$ cat src/sv/argm_pkg.sv
// Shared types and constants for the audio ring FIFO with gain mixing.
package argm_pkg;

  localparam int STORAGE_FRAMES = 1024;
  localparam int CHANNELS       = 2;
  localparam int SAMPLE_BITS    = 16;

  localparam int ADDR_W    = $clog2(STORAGE_FRAMES);
  localparam int PTR_W     = ADDR_W + 1;
  localparam int GAIN_W    = 16;
  localparam int GAIN_FRAC = 14;
  localparam int MASK_W    = 2;
  localparam int CFG_IDX_W = 2;
  localparam int CFG_DAT_W = 16;

  typedef enum logic [1:0] {
    ST_OK      = 2'd0,
    ST_STARVED = 2'd1,
    ST_DROPPED = 2'd2
  } status_e;

  typedef enum logic {
    REQ_WRITE = 1'b0,
    REQ_READ  = 1'b1
  } req_e;

  typedef enum logic [CFG_IDX_W-1:0] {
    CFG_PLAYBACK = 2'd0,
    CFG_CAPACITY = 2'd1,
    CFG_GAIN_L   = 2'd2,
    CFG_GAIN_R   = 2'd3
  } cfg_idx_e;

  typedef struct packed {
    logic                          req_type;
    logic signed [SAMPLE_BITS-1:0] sample_left;
    logic signed [SAMPLE_BITS-1:0] sample_right;
    logic [MASK_W-1:0]             channel_mask;
    logic signed [SAMPLE_BITS-1:0] dest_left;
    logic signed [SAMPLE_BITS-1:0] dest_right;
  } in_item_t;

  typedef struct packed {
    status_e                       status;
    logic signed [SAMPLE_BITS-1:0] mix_left;
    logic signed [SAMPLE_BITS-1:0] mix_right;
    logic [PTR_W-1:0]              fill_level;
  } out_item_t;

  typedef struct packed {
    logic                     playback_enable;
    logic [PTR_W-1:0]         cap_limit;
    logic signed [GAIN_W-1:0] gain_left;
    logic signed [GAIN_W-1:0] gain_right;
  } cfg_t;

  typedef struct packed {
    status_e                       status;
    logic                          do_mix;
    logic signed [SAMPLE_BITS-1:0] sample_left;
    logic signed [SAMPLE_BITS-1:0] sample_right;
    logic signed [SAMPLE_BITS-1:0] dest_left;
    logic signed [SAMPLE_BITS-1:0] dest_right;
    logic [PTR_W-1:0]              fill_level;
  } cmd_t;

endpackage

$ cat src/sv/argm_back.sv
// Back end: gain multiply, rounding, saturated mix and the result queue.
module argm_back (
  input  logic                clk_i,
  input  logic                rst_ni,
  input  argm_pkg::cfg_t      cfg_i,
  input  logic                cmd_valid_i,
  input  argm_pkg::cmd_t      cmd_i,
  output logic                cmd_pop_o,
  output logic                empty,
  input  logic                pop,
  output argm_pkg::out_item_t out_item_o
);
  import argm_pkg::*;

  localparam int PROD_W = SAMPLE_BITS + GAIN_W;
  localparam int MIX_W  = PROD_W + 2;
  localparam logic signed [MIX_W-1:0] SAT_MAX = MIX_W'((64'sd1 <<< (SAMPLE_BITS - 1)) - 1);
  localparam logic signed [MIX_W-1:0] SAT_MIN = -MIX_W'(64'sd1 <<< (SAMPLE_BITS - 1));
  localparam logic signed [MIX_W-1:0] RND     = MIX_W'(64'sd1 <<< (GAIN_FRAC - 1));

  typedef struct packed {
    status_e                       status;
    logic                          do_mix;
    logic signed [PROD_W-1:0]      prod_l;
    logic signed [PROD_W-1:0]      prod_r;
    logic signed [SAMPLE_BITS-1:0] dest_l;
    logic signed [SAMPLE_BITS-1:0] dest_r;
    logic [PTR_W-1:0]              fill_level;
  } mul_t;

  function automatic logic signed [SAMPLE_BITS-1:0] sat_mix(
    input logic signed [PROD_W-1:0]      prod,
    input logic signed [SAMPLE_BITS-1:0] dest
  );
    logic signed [MIX_W-1:0] scaled;
    logic signed [MIX_W-1:0] sum;
    scaled = (MIX_W'(prod) + RND) >>> GAIN_FRAC;
    sum    = scaled + MIX_W'(dest);
    if (sum > SAT_MAX) begin
      sum = SAT_MAX;
    end else if (sum < SAT_MIN) begin
      sum = SAT_MIN;
    end
    return sum[SAMPLE_BITS-1:0];
  endfunction

  logic       m_v_q, m_v_d, m_adv, m_load;
  mul_t       m_q, m_d;
  out_item_t  res;
  out_item_t  ent_q [2];
  logic       wr_q, wr_d, rd_q, rd_d;
  logic [1:0] cnt_q, cnt_d;
  logic       do_pop;

  assign do_pop    = pop && !empty;
  assign m_adv     = m_v_q && ((cnt_q != 2'd2) || do_pop);
  assign m_load    = cmd_valid_i && (!m_v_q || m_adv);
  assign cmd_pop_o = m_load;

  always_comb begin
    m_d            = m_q;
    m_d.status     = cmd_i.status;
    m_d.do_mix     = cmd_i.do_mix;
    m_d.prod_l     = PROD_W'(cmd_i.sample_left) * PROD_W'(cfg_i.gain_left);
    m_d.prod_r     = PROD_W'(cmd_i.sample_right) * PROD_W'(cfg_i.gain_right);
    m_d.dest_l     = cmd_i.dest_left;
    m_d.dest_r     = cmd_i.dest_right;
    m_d.fill_level = cmd_i.fill_level;
    m_v_d          = m_load || (m_v_q && !m_adv);
  end

  always_comb begin
    res.status     = m_q.status;
    res.fill_level = m_q.fill_level;
    res.mix_left   = m_q.do_mix ? sat_mix(m_q.prod_l, m_q.dest_l) : m_q.dest_l;
    res.mix_right  = m_q.do_mix ? sat_mix(m_q.prod_r, m_q.dest_r) : m_q.dest_r;
  end

  always_comb begin
    wr_d  = wr_q ^ m_adv;
    rd_d  = rd_q ^ do_pop;
    cnt_d = cnt_q + 2'(m_adv) - 2'(do_pop);
  end

  always_ff @(posedge clk_i or negedge rst_ni) begin
    if (!rst_ni) begin
      m_v_q <= 1'b0;
      wr_q  <= 1'b0;
      rd_q  <= 1'b0;
      cnt_q <= 2'd0;
    end else begin
      m_v_q <= m_v_d;
      wr_q  <= wr_d;
      rd_q  <= rd_d;
      cnt_q <= cnt_d;
    end
  end

  always_ff @(posedge clk_i) begin
    if (m_load) begin
      m_q <= m_d;
    end
    if (m_adv) begin
      ent_q[wr_q] <= res;
    end
  end

  assign empty      = (cnt_q == 2'd0);
  assign out_item_o = ent_q[rd_q];

endmodule

$ cat config.mk
export PLATFORM = sky130hd
export DESIGN_NAME = argm_back
export DESIGN_NICKNAME = d
export VERILOG_FILES = /design/src/sv/argm_pkg.sv /design/src/sv/argm_back.sv
export SDC_FILE = /design/constraint.sdc
export NUM_CORES = 2
export LEC_CHECK = 0
export BUFFER_PORTS_ARGS = -buffer_cell sky130_fd_sc_hd__buf_2
export CORE_MARGIN = 2
export CORE_UTILIZATION = 50
export CTS_CLUSTER_DIAMETER = 150
export DETAILED_ROUTE_END_ITERATION = 10
export GPL_ROUTABILITY_DRIVEN = 0
export PLACE_DENSITY = 0.79
export REMOVE_ABC_BUFFERS = 1
export SETUP_SLACK_MARGIN = 0.15
export SKIP_CTS_REPAIR_TIMING = 1
export SYNTH_ARGS = -nofsm -noshare
export SYNTH_HDL_FRONTEND = slang
export SYNTH_SLANG_ARGS = --single-unit
$ cat constraint.sdc
create_clock -name clk_i -period 7.3 [get_ports clk_i]
set_clock_uncertainty 0.1 [all_clocks]
set_input_delay 0.365 -clock clk_i [delete_from_list [all_inputs] [get_ports clk_i]]
set_output_delay 0.365 -clock clk_i [all_outputs]
set_load 0.005 [all_outputs]
After elaboration in Yosys (flattened, before gate mapping)
Memory sizes are Yosys's and may differ from the RTL's.
Index checks and enable logic that the tools add are counted.
Widths: inputs -> output; s select.
{ "op_classes": {"add_sub_neg": 6, "mul": 2, "magnitude_cmp": 4, "eq_ne": 1, "mux": 8, "n_bitwise": 2, "n_reduce_logical": 11} }
{ "op_table": {"columns": ["op", "count"], "rows": [
  ["$mux 16", 6],
  ["$add 32x15->33 const B", 2],
  ["$mul 16x16->32", 2],
  ["$add 19x16->20", 2],
  ["$gt 20x16->1 const B", 2],
  ["$lt 20x16->1 const B", 2],
  ["$logic_and 1x1->1", 4],
  ["$logic_not 1->1", 3],
  ["$logic_or 1x1->1", 3],
  ["$add 2x1->2", 1],
  ["$logic_not 2->1", 1],
  ["$mux 1", 2],
  ["$ne 2x2->1 const B", 1],
  ["$sub 2x1->2", 1],
  ["$xor 1x1->1", 2]
]} }
{ "totals": {"reg_bits": 115, "ramBits": 90, "input_bits": 126, "out_inout_bits": 47, "elab_cells": 46, "memories": 1} }
{ "mem_list": {"columns": ["name", "words", "word_bits", "rd", "rd_ports_with_merged_regs", "write_ports", "line", "rtl"], "rows": [
  ["ent_q", 2, 45, 1, 0, 1, "argm_back.sv:50", "out_item_t ent_q [2];"]
]} }

Logic depth before layout (Yosys ltp)
{ "depth": {"ltp_word": 8, "ltp_mapped": 24, "depth_no_buf": 23} }

Worst setup path before layout
OpenSTA, ideal clock, no wires.
{ "synth_timing": {"kind": "input -> register", "start": "input cfg_i[7] (netlist name)", "end": "register m_q[74] (netlist name) (data pin)", "setup_ns": 0.260, "t_arrival_ns": 5.990, "required_ns": 6.940, "slack_ns": 0.950, "cell_stages": 23, "path_buffers": 1, "path_cell_list": "clkbuf_1 > nand2_1 > fa_1 > inv_1 > fa_1 > inv_1 > fa_1 > inv_1 > fa_1 > fa_1 > inv_1 > fa_1 > inv_1 > ha_1 > and3_1 > and3_1 > a211o_1 > a41o_1 > a31oi_4 > o21ai_0 > o41ai_2 > o21bai_1 > xnor2_1"} }
{ "synth_rtl": {"columns": ["element", "line", "rtl"], "rows": [
  ["start: declaration", "argm_back.sv:5", "input argm_pkg::cfg_t cfg_i,"],
  ["end signal: assignment", "argm_back.sv:101", "m_q <= m_d;"],
  ["end: declaration", "argm_back.sv:48", "mul_t m_q, m_d;"]
]} }

==> impl_metrics.ini <==
[status]
status = finished, final reports clean

[synth]
syn_area_um2 = 27400
post-synth-top-count-cell = sky130_fd_sc_hd__inv_1
yosys.cell_types.count = 50
postSynth.asyncResetShare_pct = 2.79
synth_top_cell_area_share_pct = 38.3
ys_top_cells_by_count = sky130_fd_sc_hd__inv_1, sky130_fd_sc_hd__fa_1, sky130_fd_sc_hd__nand2_1
synth_seq_cells = 179
synth_area_leaders = sky130_fd_sc_hd__fa_1, sky130_fd_sc_hd__edfxtp_1, sky130_fd_sc_hd__ha_1
post_synth_inst_count = 2681
ys_dominant_reg_cell = sky130_fd_sc_hd__edfxtp_1
synthesis.yosys.warnings = 0
syn-mean-instance-area_um2 = 10.2
synth_xor_xnor_area_share_pct = 3.74
combinational_family_with_the_most_area_after_synthesis = adder cells
synth.area.mux_share_pct = 1.97
post_synthesis_adder_cell_area_fraction_pct = 47.5
synth-seq-area-share_pct = 19.5
synthSimpleGateAreaFrac_pct = 13.9
synth_edf_count = 174
synth.largest_area_cell = sky130_fd_sc_hd__fa_1
synth_compound_area_share_pct = 4.41

[sta]
period_share_pct = 88.0
timing.max_slew.rel_slack_pct = 26.5
pins_over_their_slew_limit = 0
fin_setup_tns_ns = 0
layout_min_cycle_time_ns = 6.43
tightestPinTransition_ns = 1.10
rsz0062_at_grt = no
setup_violations = 0
fmax_mhz = 156
hold_violations = 0

[routing]
detailedRoute.firstPassIterationCount = 5
vias = 18400
drt_iter0_markers = 952
detail_route.wirelength_um = 56300
postRouteAntennaNets = 0
post_drt_via_cell_ratio = 5.22
post_drt_wl_per_cell_um = 16.0
remaining_drc_errors = 0

[global_routing]
antenna_found_initial = 3
grt_overflow = 0
global_route.usage.total_pct = 21.0
grt_max_degree = 64
first_pass_grt_wire_length_um = 96000
first_global_vias = 19900

[setup_path]
nature_of_the_critical_path_endpoint = register
timing.critical_path.required_ns = 7.38
slowest_delay_ns = 0.53
timing.critical_path.fanout_max = 16
regToRegStartpoint = m_q[88]
critical_path.slowest_cell = sky130_fd_sc_hd__fa_1
ff2ff_setup_slack_ns = 2.19
reg2reg_to = ent_q[0][30]
worst-setup-path-type = input port to register
critical_path_buf_inv_count = 5
timing.reg2reg.worst_path_depth = 17
timing.critical_path.mode_cell = sky130_fd_sc_hd__fa_1
cp.arrival_ns = 6.51
cp-start-kind = input port
cell_chain_critical_path = buf_2 -> and2_1 -> fa_1 -> inv_1 -> fa_1 -> fa_1 -> inv_1 -> fa_1 -> fa_1 -> inv_1 -> fa_1 -> inv_1 -> ha_1 -> a2111oi_0 -> o21ai_0 -> a21oi_1 -> o31ai_1 -> a21oi_1 -> o211ai_1 -> and2_1 -> a21oi_1 -> o21bai_1 -> xor2_1
critical_path.top_delay_family = adder cells

[floorplanning]
die_height_um = 238
die_width_um = 238
core_um2 = 54000
io-pin-count = 173
initial_core_util_pct = 50.7
row_count = 85
floorplan.die_area_um2 = 56700

[cts]
cts_inserted_buffers = 17
ctsRootBufferMaster = sky130_fd_sc_hd__clkbuf_16
cts_num_sinks = 179
cts_tree = yes
worst_path_clk_slew_ns = 0.08
cts_buffer_depth = 2
clock_insertion_delay_worst_skew_ns = 0.43
cts_max_level = 4

[cells_and_area]
final_net_count = 3658
flow.area_growth_from_synthesis_pct = 8.09
postLayoutCoreUtil_pct = 54.8
drive_gt1_share_pct = 9.37
stdcell_count = 3515
antenna_cells_inserted = 0
n_fill_cell = 4695

[worst_hold_path]
min-delay-start = cmd_i[16]
worst_hold_path_ep = m_q[16]
timing.hold.worst.class = input port to register
min_delay_path_depth = 1

[flow_run]
cap_viol_max_count = 0

[place]
dp.cells = 3470
port_buffers = 160
detailed_place_hpwl_um = 46000
[state kept, by name (all words and copies together) (netlist names)]
signal  flops
m_q        84
m_v_q       1
cnt_q       2
wr_q        1
rd_q        1
ent_q      90
[kinds of logic (layout without fill, tap and decap cells)]
family,Yosys count,in the layout
AO/OA/AOI/OAI,184,184
XOR/XNOR,117,117
adder cells (fa/ha/maj),726,726
buffers and inverters,654,792
flip-flops,179,179
multiplexers,48,48
AND/OR/NAND/NOR,773,773
[per-stage QoR]
stage	hold slack (ns)	setup slack [ns]	cell area, µm²
2_1_floorplan	-0.0306	1.17	27100
3_3_place_gp	0.0883	0.516	28900
3_5_place_dp	0.0968	0.471	28900
4_1_cts	-0.364	0.892	29500
5_1_grt	0.000500	0.568	29600
6_report	0.00554	0.873	29600
[placed cells by master, fill, tap and decap left out, types with 17 or more instances in the layout]
cell type	n
sky130_fd_sc_hd__a31oi_1	18
sky130_fd_sc_hd__buf_2	160
sky130_fd_sc_hd__inv_1	575
sky130_fd_sc_hd__nor2_1	114
sky130_fd_sc_hd__xor2_1	28
sky130_fd_sc_hd__fa_1	524
sky130_fd_sc_hd__o21ai_0	27
sky130_fd_sc_hd__nor3_1	18
sky130_fd_sc_hd__clkbuf_16	17
sky130_fd_sc_hd__mux2_2	47
sky130_fd_sc_hd__xnor2_1	89
sky130_fd_sc_hd__and2_1	251
sky130_fd_sc_hd__nand3_1	29
sky130_fd_sc_hd__a21o_1	22
sky130_fd_sc_hd__a21oi_1	61
sky130_fd_sc_hd__nand2_1	284
sky130_fd_sc_hd__ha_1	200
sky130_fd_sc_hd__edfxtp_1	174
[worst max path at each step]
stage,startpoint,to,depth (start not counted)
after floorplan,cmd_i[51],m_q[74],22
after global placement,cmd_i[51],m_q[74],23
after detailed placement,cmd_i[67],m_q[103],23
after CTS,cmd_i[67],m_q[103],23
after global routing,cmd_i[67],m_q[103],23
final,cmd_i[67],m_q[103],23
[cell type report]
type | instances | area [µm²] | share of cell area (%)
Multi-Input combinational cell | 1848 | 19600 | 66.2
Inverter | 575 | 2160 | 7.29
Clock buffer | 17 | 425 | 1.44
Clock inverter | 15 | 184 | 0.621
Tap cell | 696 | 871 | 2.94
Timing Repair Buffer | 185 | 1020 | 3.45
Sequential cell | 179 | 5350 | 18.1
[metal layers]
metal	GRT usage (%)	vias up	routed length, µm
li1	-	8484	-
met1	27.6	9288	24000
met2	36.9	508	27700
met3	2.96	77	3220
met4	5.49	6	1310
met5	0	-	41
Power is not shown: default switching activity piles up to over one toggle a cycle in this logic, so the estimate is an artifact.
