[src/sv/argm_pkg.sv]
// Shared types and constants for the audio ring FIFO with gain mixing.
package argm_pkg;

  localparam int STORAGE_FRAMES = 1024;
  localparam int CHANNELS       = 2;
  localparam int SAMPLE_BITS    = 16;

  localparam int ADDR_W    = $clog2(STORAGE_FRAMES);
  localparam int PTR_W     = ADDR_W + 1;
  localparam int GAIN_W    = 16;
  localparam int GAIN_FRAC = 14;
  localparam int MASK_W    = 2;
  localparam int CFG_IDX_W = 2;
  localparam int CFG_DAT_W = 16;

  typedef enum logic [1:0] {
    ST_OK      = 2'd0,
    ST_STARVED = 2'd1,
    ST_DROPPED = 2'd2
  } status_e;

  typedef enum logic {
    REQ_WRITE = 1'b0,
    REQ_READ  = 1'b1
  } req_e;

  typedef enum logic [CFG_IDX_W-1:0] {
    CFG_PLAYBACK = 2'd0,
    CFG_CAPACITY = 2'd1,
    CFG_GAIN_L   = 2'd2,
    CFG_GAIN_R   = 2'd3
  } cfg_idx_e;

  typedef struct packed {
    logic                          req_type;
    logic signed [SAMPLE_BITS-1:0] sample_left;
    logic signed [SAMPLE_BITS-1:0] sample_right;
    logic [MASK_W-1:0]             channel_mask;
    logic signed [SAMPLE_BITS-1:0] dest_left;
    logic signed [SAMPLE_BITS-1:0] dest_right;
  } in_item_t;

  typedef struct packed {
    status_e                       status;
    logic signed [SAMPLE_BITS-1:0] mix_left;
    logic signed [SAMPLE_BITS-1:0] mix_right;
    logic [PTR_W-1:0]              fill_level;
  } out_item_t;

  typedef struct packed {
    logic                     playback_enable;
    logic [PTR_W-1:0]         cap_limit;
    logic signed [GAIN_W-1:0] gain_left;
    logic signed [GAIN_W-1:0] gain_right;
  } cfg_t;

  typedef struct packed {
    status_e                       status;
    logic                          do_mix;
    logic signed [SAMPLE_BITS-1:0] sample_left;
    logic signed [SAMPLE_BITS-1:0] sample_right;
    logic signed [SAMPLE_BITS-1:0] dest_left;
    logic signed [SAMPLE_BITS-1:0] dest_right;
    logic [PTR_W-1:0]              fill_level;
  } cmd_t;

endpackage

[src/sv/argm_cmd_queue.sv]
// Two-entry command queue between the front end and the mixer.
module argm_cmd_queue (
  input  logic           clk_i,
  input  logic           rst_ni,
  input  logic           push_i,
  input  argm_pkg::cmd_t data_i,
  output logic           ready_o,
  output logic           valid_o,
  input  logic           pop_i,
  output argm_pkg::cmd_t data_o
);
  import argm_pkg::*;

  cmd_t       ent_q [2];
  logic       wr_q, wr_d, rd_q, rd_d;
  logic [1:0] cnt_q, cnt_d;
  logic       do_push, do_pop;

  assign ready_o = (cnt_q != 2'd2);
  assign valid_o = (cnt_q != 2'd0);
  assign do_push = push_i && ready_o;
  assign do_pop  = pop_i && valid_o;
  assign data_o  = ent_q[rd_q];

  always_comb begin
    wr_d  = wr_q ^ do_push;
    rd_d  = rd_q ^ do_pop;
    cnt_d = cnt_q + 2'(do_push) - 2'(do_pop);
  end

  always_ff @(posedge clk_i or negedge rst_ni) begin
    if (!rst_ni) begin
      wr_q  <= 1'b0;
      rd_q  <= 1'b0;
      cnt_q <= 2'd0;
    end else begin
      wr_q  <= wr_d;
      rd_q  <= rd_d;
      cnt_q <= cnt_d;
    end
  end

  always_ff @(posedge clk_i) begin
    if (do_push) begin
      ent_q[wr_q] <= data_i;
    end
  end

endmodule

[config.mk]
export PLATFORM = sky130hd
export DESIGN_NAME = argm_cmd_queue
export DESIGN_NICKNAME = d
export VERILOG_FILES = /design/src/sv/argm_pkg.sv /design/src/sv/argm_cmd_queue.sv
export SDC_FILE = /design/constraint.sdc
export NUM_CORES = 1
export LEC_CHECK = 0
export BUFFER_PORTS_ARGS = -buffer_cell sky130_fd_sc_hd__buf_2
export CAP_MARGIN = 20
export CORE_AREA = 2 2 133 135
export CTS_BUF_LIST = sky130_fd_sc_hd__clkbuf_8
export DETAILED_ROUTE_END_ITERATION = 16
export DIE_AREA = 0 0 135 137
export PLACE_DENSITY = 0.66
export SYNTH_ARGS = -nofsm -noshare
export SYNTH_HDL_FRONTEND = slang
export SYNTH_SLANG_ARGS = --single-unit
[constraint.sdc]
create_clock -name clk_i -period 7.65 [get_ports clk_i]
set_clock_uncertainty 0.2 [all_clocks]
set_input_delay 0 -clock clk_i [delete_from_list [all_inputs] [get_ports clk_i]]
set_output_delay 0 -clock clk_i [all_outputs]
set_load 0.02 [all_outputs]
* Word level (Yosys, flattened, before mapping) *
Memories as Yosys holds them, arrays and structs flattened.
Index checks and enable logic that the tools add are counted.

cells by class
  $add $sub $neg = 2
  equal/unequal tests = 1
  mux-type cells = 2
  bitwise gates (word level) = 2
  reduce and logical (&&, ||, !) cells = 3

operators by type and width
  operator            count
  $add 2x1->2         1
  $logic_and 1x1->1   2
  $mux 1              2
  $ne 2x2->1 const B  1
  $reduce_bool 2->1   1
  $sub 2x1->2         1
  $xor 1x1->1         2

word-level totals
  flip-flop bits (word level) = 4
  bits in writable memories = 156
  bits of input ports = 82
  output and inout bits = 80
  logic and storage cells = 14
  memories = 1

memory list
  memory  words  width  read ports  clocked after memory_dff  wr ports  line                  text
  ent_q   2      78     1           0                         1         argm_cmd_queue.sv:14  cmd_t ent_q [2];

* Logic depth before layout (Yosys ltp) *
Gate-level depths: netlist of the first run.

  depth after elaboration = 4
  mapped depth = 5
  depth with buffers taken out = 5

* Worst setup path after synthesis of the first run *
OpenSTA, ideal clock, no wires.

  path type = flip-flop to flip-flop
  start = register cnt_q[0]
  end = memory ent_q[0][0] (netlist bit) (enable)
  setup time = 0.445 ns
  data arrival time = 2.694 ns
  data required time = 7.005 ns
  path slack = 4.311 ns
  cell stages (with the launch flop) = 4
  buffers on the path = 0
  clock period less this slack = 3.339 ns
  path through = dfrtp_1 nand2b_1 and2_1 ha_1

on the way
  word-level cells in the longest chain between the ends = 4

RTL lines
  item                          line                  text
  start, declared               argm_cmd_queue.sv:16  logic [1:0] cnt_q, cnt_d;
  start signal, assigned        argm_cmd_queue.sv:39  cnt_q <= cnt_d;
  $ne 2x2->1                    argm_cmd_queue.sv:19  assign ready_o = (cnt_q != 2'd2);
  via ready_o                   argm_cmd_queue.sv:7   output logic ready_o,
  $logic_and 1x1->1             argm_cmd_queue.sv:21  assign do_push = push_i && ready_o;
  $mux 1                        argm_cmd_queue.sv:44  if (do_push) begin
  $mux 1 (not written as such)  argm_cmd_queue.sv:45  ent_q[wr_q] <= data_i;
  end, declared                 argm_cmd_queue.sv:14

The timed path passes the listed nets, and every way through them passes these cells.

==> impl_metrics.csv, run 1 <==
group,metric,value,unit
worst_setup_path,max_stage_delay,750,ps
die,pin_count,162,
synthesis,syn_area,5890,µm²
finish,drive_gt1_share,50.8,%
worst_setup_path,r2r_end,"ent_q[0][12]",
hold_path,hp-start,"data_i[22]",
sta,fmax,437,MHz
power,p_int,1.90,mW
worst_setup_path,worst-endpoint-arrival,2090,ps
global_route,grt_pass1_vias,3568,
worst_setup_path,crit_required,7450,ps
finish,seqCellArea,4790,µm²
synthesis,synth_seq_cells,160,
power,p_leak,3.09,nW
sta,timing.final.crit_share,29.9,%
sta,relSlewSlack,61.6,%
synthesis,synthDistinctLibCells,21,
worst_setup_path,reg2reg_from,"cnt_q[0]",
detailed_routing,vias_per_cell,4.44,
sta,period_minus_slack,2290,ps
detailed_routing,detail_route.wl_per_cell,14.9,µm
global_route,grt_max_degree,80,
sta,rsz0062_at_grt,"no",
finish,nNetsFinal,606,
synthesis,synth_flop_cell,"edfxtp_1",
die,dieArea,18500,µm²
power,switching_power,927,µW
placed_design,io_buffers,161,
power,clock_power_share,19.5,%
finish,final_common_cell,"buf_2",
synthesis,synthesis.nets,350,
clock_network,cts-root-buf,"clkbuf_8",
detailed_routing,drcViolationCount,0,
worst_setup_path,crit_type,"reg2out",
outcome,status,"complete, no violations",
worst_setup_path,critPathLaunchType,"register",
worst_setup_path,path_max_fanout,45,
sta,setup_ws,5360,ps
clock_network,cts_setup_buffers,0,
worst_setup_path,crit_path_end,"data_o[12]",
flow_run,drv_cap,0,
finish,fillers,1465,
hold_path,hp-class,"in2reg",
power,pwr-share-seq,45.3,%
die,die_w,135,µm
global_route,antenna_found_initial,1,
synthesis,yosys_warnings,0,
clock_network,htreeDepth,4,
power,combPwrFrac,35.2,%
sta,maxSlewViolCount,0,
worst_setup_path,setup.worst_path.start,"rd_q",
global_route,grt_overflow,0,
finish,layout_common_cells,"buf_2 (161), edfxtp_1 (156), dlygate4sd3_1 (82), mux2_2 (68), clkbuf_8 (17)",
global_route,grt.total_usage,12.5,%
detailed_routing,ant_nets,0,
detailed_routing,drt-initial-drc-count,162,
worst_setup_path,critical_path.top_delay_family,"flip-flops",
global_route,grt_pass1_wl,17300,µm
die,num_rows,48,
synthesis,avgSynthCellArea,22.2,µm²
worst_setup_path,worst_setup_path_end_kind,"output port",
clock_network,cts.sink_count,160,
worst_setup_path,path_buf_inv,2,
clock_network,cts.repair.resized,0,
placed_design,post-dp-hpwl,6550,µm
power,ir_drop,0.000227,V
die,die_h,137,µm
sta,setup_viol,0,
synthesis,synth_edf_count,156,
synthesis,postSynthCellCount,266,
power,swShare,32.8,%
detailed_routing,vias,3364,
detailed_routing,first_pass_iters,4,
power,total_power,2.83,mW
power,p_per_area,346,nW/µm²
sta,holdWs,93.5,ps
finish,syn_to_final_growth,38.6,%
sta,tightest_slew,575,ps
detailed_routing,routed_wl,11300,µm
clock_network,numCtsBuffers,17,
clock_network,clk_pin_slew,80,ps
die,coreArea,17100,µm²
clock_network,cts_tree,"built",
clock_network,cts_buffer_depth,2,
synthesis,async_flop_share,2.50,%
finish,multi_input_area,1050,µm²
die,initial_core_util,34.6,%
worst_setup_path,r2r_setup_slack,5470,ps
worst_setup_path,crit_chain,"buf_16, mux2_2, buf_2",
placed_design,pre_cts_slack,5270,ps
worst_setup_path,reg2reg_depth,4,
sta,finalHoldViolCount,0,
sta,finalSetupTns,0,ps
placed_design,gp_congestion,0.699,
clock_network,clk_latency,420,ps
worst_setup_path,cp_slowest_cell,"dfrtp_4",
worst_setup_path,worst-path-stages,3,
synthesis,yosysSeqAreaShare,81.2,%
-- layout make-up --
type	instances	share of cell area, %
Sequential cell	160	58.6
Clock buffer	17	2.87
Clock inverter	11	1.27
Inverter	2	0.0919
Tap cell	225	3.45
Timing Repair Buffer	246	20.7
Multi-Input combinational cell	95	12.9
Antenna cell	1	0.0306
-- Yosys cell counts, drive strengths merged (2+ instances only) --
master | instances | area [µm²]
ha | 2 | 25.0
mux2 | 78 | 916
nor2 | 2 | 7.51
dfrtp | 4 | 100
inv | 2 | 7.51
xnor2 | 2 | 17.5
buf | 9 | 63.8
edfxtp | 156 | 4680
-- timing repair --
item                                    in CTS  in global routing
endpoints found under the setup margin       0                  0
hold buffers                                82                  0
endpoints found under the hold margin      164                  0
-- worst min path at each step --
stage | endpoint | slack (ps) | depth (start not counted)
6_report | ent_q[1][22] | 90 | 2
4_1_cts | ent_q[0][70] | 50 | 2
5_1_grt | ent_q[0][24] | 50 | 2
3_5_place_dp | cnt_q[1] | -390 | 1
3_3_place_gp | rd_q | -390 | 1
2_1_floorplan | cnt_q[0] | -500 | 0
-- routing by layer --
layer	vias to the layer above	track usage [%]	share of wire, %
met5	-	0	0
met4	0	5.38	1.7
met3	12	4.26	6.0
met2	118	22.3	52
met1	1672	13.5	40
li1	1562	-	-
-- flip-flops by register name, indices dropped and copies added, names as in the netlist --
signal and cells:
cnt_q 2, rd_q 1, ent_q 156, wr_q 1
-- power groups by stage --
| stage | Clock (mW) | Sequential [mW] | Combinational, mW |
|---|---|---|---|
| 2_1_floorplan | 0 | 1.26 | 0.704 |
| 3_3_place_gp | 0 | 1.34 | 0.886 |
| 3_5_place_dp | 0 | 1.36 | 0.896 |
| 4_1_cts | 0.573 | 1.34 | 0.933 |
| 5_1_grt | 0.606 | 1.30 | 1.07 |
| 6_report | 0.552 | 1.28 | 0.995 |
-- metrics by stage --
stage	instances	util (%)	cell area (µm²)
after floorplan	266	-	5890
after detailed placement	643	40.7	6940
after CTS	753	47.5	8100
final	757	47.9	8170
after global placement	643	40.7	6940
after global routing	757	47.9	8170
-- logic make-up after synthesis --
logic type | synth area share, %
flip-flops | 81.2
multiplexers | 15.5
buffers and inverters | 1.21
AND/OR/NAND/NOR | 0.807
AO/OA/AOI/OAI | 0.531
XOR/XNOR | 0.297
adder cells (fa/ha/maj) | 0.425
Note: power is estimated with default switching activity, not from simulation.
==> inputs of run 2 (changes only) <==
==> constraint.sdc (replaced) <==
create_clock -name clk_i -period 2.4 [get_ports clk_i]
set_clock_uncertainty 0.2 [all_clocks]
set_input_delay 0 -clock clk_i [delete_from_list [all_inputs] [get_ports clk_i]]
set_output_delay 0 -clock clk_i [all_outputs]
set_load 0.02 [all_outputs]
==> impl_metrics.csv, run 2 (same netlist as run 1, synthesis figures left out) <==
group,metric,value,unit
global_route,grt_pass1_vias,3526,
sta,setup_viol,0,
detailed_routing,routed_wl,11700,µm
power,switching_power,3.04,mW
flow_run,drv_cap,0,
outcome,status,"complete, no violations",
worst_setup_path,max_stage_delay,590,ps
global_route,grt_overflow,0,
finish,layout_common_cells,"buf_2 (161), edfxtp_1 (156), dlygate4sd3_1 (82), mux2_2 (68), clkbuf_8 (17)",
worst_setup_path,crit_type,"reg2out",
sta,relSlewSlack,69.9,%
die,die_w,135,µm
die,coreArea,17100,µm²
clock_network,cts-root-buf,"clkbuf_8",
worst_setup_path,crit_required,2200,ps
placed_design,placed_area,7030,µm²
global_route,antenna_found_initial,0,
worst_setup_path,critPathLaunchType,"register",
worst_setup_path,path_max_fanout,20,
clock_network,numCtsBuffers,17,
finish,syn_to_final_growth,39.7,%
die,dieArea,18500,µm²
detailed_routing,drt-initial-drc-count,112,
finish,drive_gt1_share,51.6,%
clock_network,cts_tree,"built",
sta,finalSetupTns,0,ps
sta,timing.final.crit_share,88.9,%
clock_network,cts.sink_count,160,
detailed_routing,drcViolationCount,0,
power,pwr-share-seq,43.9,%
detailed_routing,first_pass_iters,4,
clock_network,cts_buffer_depth,2,
worst_setup_path,worst-endpoint-arrival,1930,ps
finish,largest_register_ffs,156,
die,initial_core_util,34.6,%
finish,reg_top3,"ent_q x156, cnt_q x2",
clock_network,htreeDepth,4,
sta,period_minus_slack,2130,ps
global_route,grt_max_degree,46,
sta,finalHoldViolCount,0,
finish,nNetsFinal,610,
detailed_routing,vias_per_cell,4.42,
placed_design,post-dp-hpwl,7000,µm
finish,final_area,8230,µm²
detailed_routing,detail_route.wl_per_cell,15.3,µm
power,p_leak,3.13,nW
global_route,grt_pass1_wl,17700,µm
worst_setup_path,cp_slowest_cell,"dfrtp_4",
finish,final_common_cell,"buf_2",
power,p_int,6.12,mW
placed_design,gp_congestion,0.702,
global_route,grt.total_usage,12.7,%
finish,multi_input_area,1050,µm²
finish,top_register,"ent_q",
detailed_routing,ant_nets,0,
placed_design,io_buffers,161,
power,swShare,33.2,%
power,total_power,9.16,mW
power,p_per_area,1110,nW/µm²
power,clock_power_share,20.0,%
worst_setup_path,crit_chain,"buf_4, mux2_2, buf_2",
detailed_routing,vias,3366,
sta,rsz0062_at_grt,"no",
die,pin_count,162,
sta,tightest_slew,451,ps
power,ir_drop,0.000537,V
die,num_rows,48,
sta,fmax,469,MHz
clock_network,clk_pin_slew,80,ps
finish,fillers,1469,
power,combPwrFrac,36.2,%
sta,maxSlewViolCount,0,
worst_setup_path,worst_setup_path_end_kind,"output port",
finish,seqCellArea,4790,µm²
hold_path,hp-class,"in2reg",
die,die_h,137,µm
finish,antenna_cells,0,
clock_network,clk_latency,430,ps
==> run 2: per-layer routing <==
layer  global-route usage [%]  part of all wire [%]
met1                     13.9                    40
met2                     22.2                    52
met3                     5.15                   5.7
met4                     4.98                   1.8
met5                        0                     0
==> run 2: path summary, 6_finish.rpt <==
check / startpoint / endpoint / slack (ps) / cells after the start
setup / recovery: rd_q / data_o[23] / 270 / 3
hold / removal: data_i[62] / ent_q[0][62] / 80 / 2
setup reg to reg: cnt_q[0] / ent_q[0][39] / 530 / 4
hold reg to reg: cnt_q[0] / cnt_q[0] / 430 / 1
max in group asynchronous: rst_ni / rd_q / 1510 / 3
min in group asynchronous: rst_ni / rd_q / 290 / 3
==> run 2: cell type report <==
cell class                      count  share of cell area, %
Timing Repair Buffer              250                   21.1
Clock buffer                       17                   2.84
Tap cell                          225                   3.42
Multi-Input combinational cell     95                   12.8
Inverter                            2                 0.0912
Sequential cell                   160                   58.2
Clock inverter                     13                   1.55
==> run 2: worst max-delay path: cells and delay by family, from the launching register on <==
family | cells | cell delay (ps)
DFF | 1 | 590
buffers and inverters | 2 | 500
muxes | 1 | 390
==> run 2: power by group through the flow <==
stage | registers (mW) | clock network (mW) | logic, mW
after CTS | 4.07 | 1.91 | 3.30
final | 4.02 | 1.83 | 3.32
after detailed placement | 4.13 | 0 | 3.17
after floorplan | 3.98 | 0 | 2.26
after global routing | 4.09 | 2.01 | 3.55
after global placement | 4.09 | 0 | 3.13
==> run 2: what timing repair did <==
| item | CTS | global route |
|---|---|---|
| buffers inserted | 0 | 1 |
| endpoints found under the setup margin | 0 | 7 |
| hold endpoints to repair | 164 | 0 |
| hold buffers | 82 | 0 |
| gates resized for setup | 0 | 0 |
==> run 2: stage by stage <==
stage,hold slack (ps),std cells,worst slack (ps),utilization (%)
final,79.3,762,266,48.3
after global routing,39.0,762,129,48.3
after CTS,25.6,761,48.2,48.2
after detailed placement,-385,649,538,41.2
after global placement,-389,649,569,41.2
after floorplan,-496,266,40.5,-
